**src/hw/rtl/ppfu_pkg.sv**
```systemverilog
// Shared constants and types for the pixel point-function unit.
package ppfu_pkg;

  localparam int SAMPLE_BITS    = 16;
  localparam int FIELD_BITS     = 16;
  localparam int TDATA_BITS     = ((FIELD_BITS + 7) / 8) * 8;
  localparam int MODE_BITS      = 4;
  localparam int GAIN_BITS      = 32;
  localparam int FRAC_BITS      = 16;
  localparam int OFFSET_BITS    = 17;
  localparam int SHIFT_BITS     = 5;
  localparam int CFG_INDEX_BITS = 3;
  localparam int CFG_DATA_BITS  = 32;
  localparam int PROD_BITS      = FIELD_BITS + GAIN_BITS;
  localparam int ADD_BITS       = FIELD_BITS + 2;

  localparam logic [FIELD_BITS-1:0] SAMPLE_MASK =
    FIELD_BITS'((33'd1 << SAMPLE_BITS) - 33'd1);
  localparam logic [PROD_BITS:0] ROUND_HALF = (PROD_BITS + 1)'(1) << (FRAC_BITS - 1);

  typedef logic [MODE_BITS-1:0] mode_t;

  localparam mode_t MODE_MUL   = 4'd0;
  localparam mode_t MODE_DIV   = 4'd1;
  localparam mode_t MODE_ADD   = 4'd2;
  localparam mode_t MODE_SUB   = 4'd3;
  localparam mode_t MODE_FLOOR = 4'd4;
  localparam mode_t MODE_CEIL  = 4'd5;
  localparam mode_t MODE_AND   = 4'd6;
  localparam mode_t MODE_OR    = 4'd7;
  localparam mode_t MODE_XOR   = 4'd8;
  localparam mode_t MODE_NOT   = 4'd9;
  localparam mode_t MODE_SHL   = 4'd10;
  localparam mode_t MODE_SHR   = 4'd11;

  typedef logic [CFG_INDEX_BITS-1:0] cfg_index_t;

  localparam cfg_index_t CFG_MODE    = 3'd0;
  localparam cfg_index_t CFG_GAIN    = 3'd1;
  localparam cfg_index_t CFG_OFFSET  = 3'd2;
  localparam cfg_index_t CFG_OPERAND = 3'd3;
  localparam cfg_index_t CFG_SHIFT   = 3'd4;
  localparam cfg_index_t CFG_MAXVAL  = 3'd5;

  localparam logic [GAIN_BITS-1:0]  GAIN_RESET   = 32'd65536;
  localparam logic [FIELD_BITS-1:0] MAXVAL_RESET = 16'd255;

endpackage

```
**src/hw/rtl/pixel_point_function_unit_core.sv**
```systemverilog
// Top level of the pixel point-function unit: config registers and a three-stage pipeline.
//
// Input stream (in_*): one sample per request, in_tdata carries the sample and
// in_tlast marks the last sample of a row. Output stream (out_*): the function
// result clamped to maxval, with in_tlast copied to out_tlast.
// Configuration: cfg_wr_en writes cfg_wdata into register cfg_index
// (0 mode, 1 gain, 2 offset, 3 operand, 4 shift_count, 5 maxval); write only
// while the pipeline is empty.
// A request passes the input register, the product/function register and the
// clamp register, in that order, before it shows on out_*.
// Throughput: one sample per cycle while out_tready is high; the stage-two 16x32
// multiply and the stage-three round-and-clamp compare set the clock period.
// Reset (rst_n low, synchronous) empties all stages and restores register
// defaults (gain 1.0, maxval 255, others 0).
// When out_tready is low, the result holds on out_*; the two stages behind it
// keep filling, so up to three requests are held before in_tready drops.
module pixel_point_function_unit_core (
  input  logic                                  clk,
  input  logic                                  rst_n,
  input  logic                                  in_tvalid,
  output logic                                  in_tready,
  input  logic [ppfu_pkg::TDATA_BITS-1:0]       in_tdata,   // [15:0] sample_in
  input  logic                                  in_tlast,
  output logic                                  out_tvalid,
  input  logic                                  out_tready,
  output logic [ppfu_pkg::TDATA_BITS-1:0]       out_tdata,  // [15:0] sample_out
  output logic                                  out_tlast,
  input  logic                                  cfg_wr_en,
  input  logic [ppfu_pkg::CFG_INDEX_BITS-1:0]   cfg_index,
  input  logic [ppfu_pkg::CFG_DATA_BITS-1:0]    cfg_wdata
);

  localparam int FB = ppfu_pkg::FIELD_BITS;
  localparam int PB = ppfu_pkg::PROD_BITS;
  localparam int AB = ppfu_pkg::ADD_BITS;
  localparam int OB = ppfu_pkg::OFFSET_BITS;

  ppfu_pkg::mode_t                        mode_r;
  logic [ppfu_pkg::GAIN_BITS-1:0]         gain_r;
  logic signed [OB-1:0]                   offset_r;
  logic [FB-1:0]                          operand_r;
  logic [ppfu_pkg::SHIFT_BITS-1:0]        shift_r;
  logic [FB-1:0]                          maxval_r;

  logic                                   s1_valid_r;
  logic [FB-1:0]                          s1_sample_r;
  logic                                   s1_last_r;
  logic                                   s2_valid_r;
  logic [PB-1:0]                          s2_raw_r;
  logic                                   s2_mul_r;
  logic                                   s2_last_r;
  logic                                   out_valid_r;
  logic [FB-1:0]                          out_sample_r;
  logic                                   out_last_r;

  logic                                   out_open;
  logic                                   s2_open;
  logic                                   s1_open;
  logic                                   in_fire;
  logic [FB-1:0]                          mv;
  logic signed [AB-1:0]                   off_ext;
  logic signed [AB-1:0]                   sum;
  logic [AB-2:0]                          sum_sat;
  logic [FB-1:0]                          func;
  logic [PB-1:0]                          s2_raw_nxt;
  logic                                   s2_mul_nxt;
  logic [PB:0]                            rounded;
  logic [PB-1:0]                          cand;
  logic [FB-1:0]                          out_sample_nxt;

  assign out_open  = !out_valid_r || out_tready;
  assign s2_open   = !s2_valid_r || out_open;
  assign s1_open   = !s1_valid_r || s2_open;
  assign in_tready = s1_open;
  assign in_fire   = in_tvalid && s1_open;

  assign mv = maxval_r & ppfu_pkg::SAMPLE_MASK;

  // Configuration registers
  always_ff @(posedge clk) begin
    if (!rst_n) begin
      mode_r    <= ppfu_pkg::MODE_MUL;
      gain_r    <= ppfu_pkg::GAIN_RESET;
      offset_r  <= '0;
      operand_r <= '0;
      shift_r   <= '0;
      maxval_r  <= ppfu_pkg::MAXVAL_RESET;
    end else if (cfg_wr_en) begin
      case (cfg_index)
        ppfu_pkg::CFG_MODE:    mode_r    <= cfg_wdata[ppfu_pkg::MODE_BITS-1:0];
        ppfu_pkg::CFG_GAIN:    gain_r    <= cfg_wdata[ppfu_pkg::GAIN_BITS-1:0];
        ppfu_pkg::CFG_OFFSET:  offset_r  <= $signed(cfg_wdata[OB-1:0]);
        ppfu_pkg::CFG_OPERAND: operand_r <= cfg_wdata[FB-1:0];
        ppfu_pkg::CFG_SHIFT:   shift_r   <= cfg_wdata[ppfu_pkg::SHIFT_BITS-1:0];
        ppfu_pkg::CFG_MAXVAL:  maxval_r  <= cfg_wdata[FB-1:0];
        default: ;
      endcase
    end
  end

  // Stage two: function of the held sample
  always_comb begin
    off_ext    = {{(AB-OB){offset_r[OB-1]}}, offset_r};
    sum        = '0;
    sum_sat    = '0;
    func       = s1_sample_r;
    s2_mul_nxt = 1'b0;
    case (mode_r) inside
      ppfu_pkg::MODE_ADD, ppfu_pkg::MODE_SUB: begin
        if (mode_r == ppfu_pkg::MODE_ADD) begin
          sum = $signed({2'b00, s1_sample_r}) + off_ext;
        end else begin
          sum = $signed({2'b00, s1_sample_r}) - off_ext;
        end
        sum_sat = sum[AB-1] ? '0 : sum[AB-2:0];
      end
      default: ;
    endcase
    case (mode_r)
      ppfu_pkg::MODE_MUL, ppfu_pkg::MODE_DIV: s2_mul_nxt = 1'b1;
      ppfu_pkg::MODE_FLOOR: func = (s1_sample_r < operand_r) ? s1_sample_r : operand_r;
      ppfu_pkg::MODE_CEIL:  func = (s1_sample_r > operand_r) ? s1_sample_r : operand_r;
      ppfu_pkg::MODE_AND:   func = s1_sample_r & operand_r;
      ppfu_pkg::MODE_OR:    func = s1_sample_r | operand_r;
      ppfu_pkg::MODE_XOR:   func = s1_sample_r ^ operand_r;
      ppfu_pkg::MODE_NOT:   func = mv ^ s1_sample_r;
      ppfu_pkg::MODE_SHL:   func = (s1_sample_r << shift_r) & mv;
      ppfu_pkg::MODE_SHR:   func = s1_sample_r >> shift_r;
      default:              func = s1_sample_r;
    endcase
    if (s2_mul_nxt) begin
      s2_raw_nxt = PB'(s1_sample_r) * PB'(gain_r);
    end else if (mode_r == ppfu_pkg::MODE_ADD || mode_r == ppfu_pkg::MODE_SUB) begin
      s2_raw_nxt = PB'(sum_sat);
    end else begin
      s2_raw_nxt = PB'(func);
    end
  end

  // Stage three: round products, clamp to maxval
  always_comb begin
    rounded = ({1'b0, s2_raw_r} + ppfu_pkg::ROUND_HALF) >> ppfu_pkg::FRAC_BITS;
    cand    = s2_mul_r ? rounded[PB-1:0] : s2_raw_r;
    out_sample_nxt = (cand > PB'(mv)) ? mv : cand[FB-1:0];
  end

  always_ff @(posedge clk) begin
    if (!rst_n) begin
      s1_valid_r  <= 1'b0;
      s2_valid_r  <= 1'b0;
      out_valid_r <= 1'b0;
    end else begin
      if (s1_open) begin
        s1_valid_r <= in_tvalid;
      end
      if (s2_open) begin
        s2_valid_r <= s1_valid_r;
      end
      if (out_open) begin
        out_valid_r <= s2_valid_r;
      end
    end
  end

  always_ff @(posedge clk) begin
    if (in_fire) begin
      s1_sample_r <= in_tdata[FB-1:0] & ppfu_pkg::SAMPLE_MASK;
      s1_last_r   <= in_tlast;
    end
    if (s2_open && s1_valid_r) begin
      s2_raw_r  <= s2_raw_nxt;
      s2_mul_r  <= s2_mul_nxt;
      s2_last_r <= s1_last_r;
    end
    if (out_open && s2_valid_r) begin
      out_sample_r <= out_sample_nxt;
      out_last_r   <= s2_last_r;
    end
  end

  assign out_tvalid = out_valid_r;
  assign out_tdata  = ppfu_pkg::TDATA_BITS'(out_sample_r);
  assign out_tlast  = out_last_r;

endmodule

```
**config.mk**
```make
export PLATFORM = sky130hd
export DESIGN_NAME = pixel_point_function_unit_core
export DESIGN_NICKNAME = d
export VERILOG_FILES = /design/src/hw/rtl/ppfu_pkg.sv /design/src/hw/rtl/pixel_point_function_unit_core.sv
export SDC_FILE = /design/constraint.sdc
export NUM_CORES = 2
export LEC_CHECK = 0
export BUFFER_PORTS_ARGS = -buffer_cell sky130_fd_sc_hd__buf_4
export CAP_MARGIN = 20
export CORE_MARGIN = 1
export CORE_UTILIZATION = 55
export DETAILED_ROUTE_END_ITERATION = 8
export MAX_ROUTING_LAYER = met4
export PLACE_DENSITY = 0.72
export SYNTH_ARGS = -nofsm -noshare
export SYNTH_HDL_FRONTEND = slang
export SYNTH_SLANG_ARGS = --single-unit
```
**constraint.sdc**
```tcl
create_clock -name clk -period 17.1 [get_ports clk]
set_clock_uncertainty 0.1 [all_clocks]
set_input_delay 0.855 -clock clk [delete_from_list [all_inputs] [get_ports clk]]
set_output_delay 0.855 -clock clk [all_outputs]
set_load 0.01 [all_outputs]
```
==> metrics.txt <==
total design power=1.59 mW; Setup TNS=0 ns; WP data arrival=7.70 ns; Synth cell types=81; clock slew at reported path FFs=0.08 ns; Final Max Tran Viols=0; Worst Slack Setup Final=9.52 ns; Setup CP Type=register to register; Layout area overhead=5.56%; VDD IR max=84.7 uV; Hold Path Cell Cnt=0; FFs w/ async S/R, synth=0%; maximum buffer depth of the clock tree=2; dpl hpwl=70600 um; Post-synth EDFFs=84; RSZ-0062 raised after global routing=no; final setup fails=0; cell area after synthesis=28900 um^2; # hold bufs at CTS=0; Main synth FF type=dfxtp_1; Syn. warnings=0; Tmin final=7.58 ns; synth top area cells=fa_1 (29%), ha_1 (8.8%), edfxtp_1 (8.7%); hold_sp=s2_last_r; Synth Register Bits=177; Util after Layout=59.1%; Die Wd=231 um; Post-Route Hold Slack=0.325 ns; total CTS buffers=17; core area=51600 um^2; Final nets=4017; Final Cell Area=30500 um^2; Tcrit/Tclk final=44.3%; relative slew slack=35.8%; status=complete, no violations; CP max FO=44; initial core utilization=56.0%; sequential share of the synthesized area=15.2%; RePlAce Congestion=1.00; ANT cells=0; IO Count=76; Tot GR Track Use=37.8%; routed vias=24500; Iter 0 DRT Violations=2165; WL final=94600 um; LEAKAGE=13.6 nW; Port Buffers=75; pre-CTS setup slack=9.60 ns; Hold Crit Class=register to register; Post-Layout Cell Count=4032; DR vias/cell=6.09; Crit-path slowest cell=buf_4; grt ovf=0; DR DRC count=0; die area=53400 um^2; max_cap viols=0; initial antenna violation count=0; Worst-Skew Late Latency=0.49 ns; Startpoint Class=register; share of cells above drive strength 1=6.44%; mean post-synth cell area=8.50 um^2; Least-Margin Pin Slew=0.958 ns; Gate Count Post-Synth=3399; DRT Pass-1 Iters=5; Final Hold Fails=0; Crit path top cell by count=fa_1; post-synth top area share=29.0%; commonest non-fill, non-tap cell in the layout=nand2_1; largest net degree at the start of global routing=94; vias in the first global route=25500; critical path required time=17.22 ns; R2R setup slack=9.52 ns; Placed Area=29900 um^2; fillers=4585; commonest non-fill, non-tap cells in the layout=nand2_1 (545), inv_1 (510), fa_1 (419); clock sinks=177; Die Height=231 um; Site Rows=83; WL/cell=23.5 um; dpl cells=3999; hold endpoint=out_tlast; Crit. End Element=register; H-tree lvl count=4; pwr/cell area=52.2 nW/um^2; RR Endpoint=s2_raw_r[43]; post-route ant nets=0; reg2reg path depth=23; RR Startpoint=s1_sample_r[7]; CTS root buf=clkbuf_16; critical-path cell list=buf_4 > nand2_1 > fa_1 > inv_1 > fa_1 > inv_1 > fa_1 > inv_1 > fa_1 > fa_1 > inv_1 > fa_1 > inv_1 > ha_1 > a21oi_1 > a21boi_0 > a311oi_1 > o21ai_1 > a31oi_1 > o21ai_0 > a21boi_0 > xor2_1 > nor2_1; area leader, netlist=fa_1; CTS resizes=0; max frequency=132 MHz; syn_nets=4077; CP max stage delay=0.58 ns; first-pass GRT wire length=147000 um; TritonCTS clock tree=done; Post-CTS Setup Bufs=0
==> kinds of logic after synthesis <==
group                    synth area share, %
AND/OR/NAND/NOR                         18.6
AO/OA/AOI/OAI                           12.6
multiplexers                            3.44
flip-flops                              15.2
buffers and inverters                   9.33
adder cells (fa/ha/maj)                 37.8
XOR/XNOR                                3.03
==> sequential cells by signal, indices dropped and copies added, names as in the netlist <==
| name | cells |
|---|---|
| operand_r | 16 |
| out_tvalid | 1 |
| out_tlast | 1 |
| s2_last_r | 1 |
| offset_r | 17 |
| gain_r | 32 |
| s1_sample_r | 16 |
| mode_r | 4 |
| s1_last_r | 1 |
| s2_mul_r | 1 |
| out_tdata | 16 |
| s2_raw_r | 48 |
| s1_valid_r | 1 |
| maxval_r | 16 |
| shift_r | 5 |
| s2_valid_r | 1 |
==> layout make-up <==
type	count	area, um^2	area share, %
repair buffers	118	890	2.92
multi-input cells	2512	21800	71.6
clock inverters	15	168	0.550
clock buffers	17	425	1.40
inverters	513	1930	6.32
well taps	680	851	2.79
flip-flops and latches	177	4390	14.4
==> synth_stat cells (27+ instances only) <==
master    number
a21boi_0      82
a21o_1        38
a21oi_1      165
and2_1       224
clkbuf_1     179
dfxtp_1       93
edfxtp_1      84
fa_1         419
ha_1         202
inv_1        510
mux2i_1       55
nand2_1      545
nand3_1       36
nor2_1       183
nor2b_1       27
nor3_1        29
o211ai_1      29
o21ai_0       73
xnor2_1       54
xor2_1        46
==> per-layer routing <==
| metal | GRT usage, % | wire length, um | vias up | part of all wire (%) |
|---|---|---|---|---|
| met4 | 23.5 | 6660 | 0 | 7.0 |
| met1 | 44.2 | 36000 | 12300 | 38 |
| met2 | 61.4 | 45200 | 1137 | 48 |
| li1 | - | - | 10800 | - |
| met5 | - | 0 | - | 0 |
| met3 | 5.78 | 6760 | 302 | 7.1 |
==> critical path: cells and delay by family (launching register included) <==
family / cells / cell delay, ns
AOI/OAI and AO/OA: 7 / 2.20
adders and majority gates: 7 / 3.34
buffers and inverters: 6 / 0.85
DFF: 1 / 0.36
and+or+nand+nor: 2 / 0.22
xor gates and xnor gates: 1 / 0.19
==> worst max path at each step <==
stage	slack (ns)	endpoint	from	cells past startpoint
2_1_floorplan	10.31	s2_raw_r[43]	s1_sample_r[1]	23
3_3_place_gp	9.72	s2_raw_r[43]	s1_sample_r[7]	23
3_5_place_dp	9.60	s2_raw_r[43]	s1_sample_r[7]	23
4_1_cts	9.57	s2_raw_r[43]	s1_sample_r[7]	23
5_1_grt	9.06	s2_raw_r[43]	s1_sample_r[7]	23
6_report	9.52	s2_raw_r[43]	s1_sample_r[7]	23
==> where the power goes <==
group          leakage [nW]  total (mW)  switching (mW)  internal [mW]
clock                 0.290       0.407           0.200          0.207
sequential             1.53       0.508          0.0328          0.476
combinational          11.7       0.677           0.442          0.235
Power figures use the tool's default switching activity.
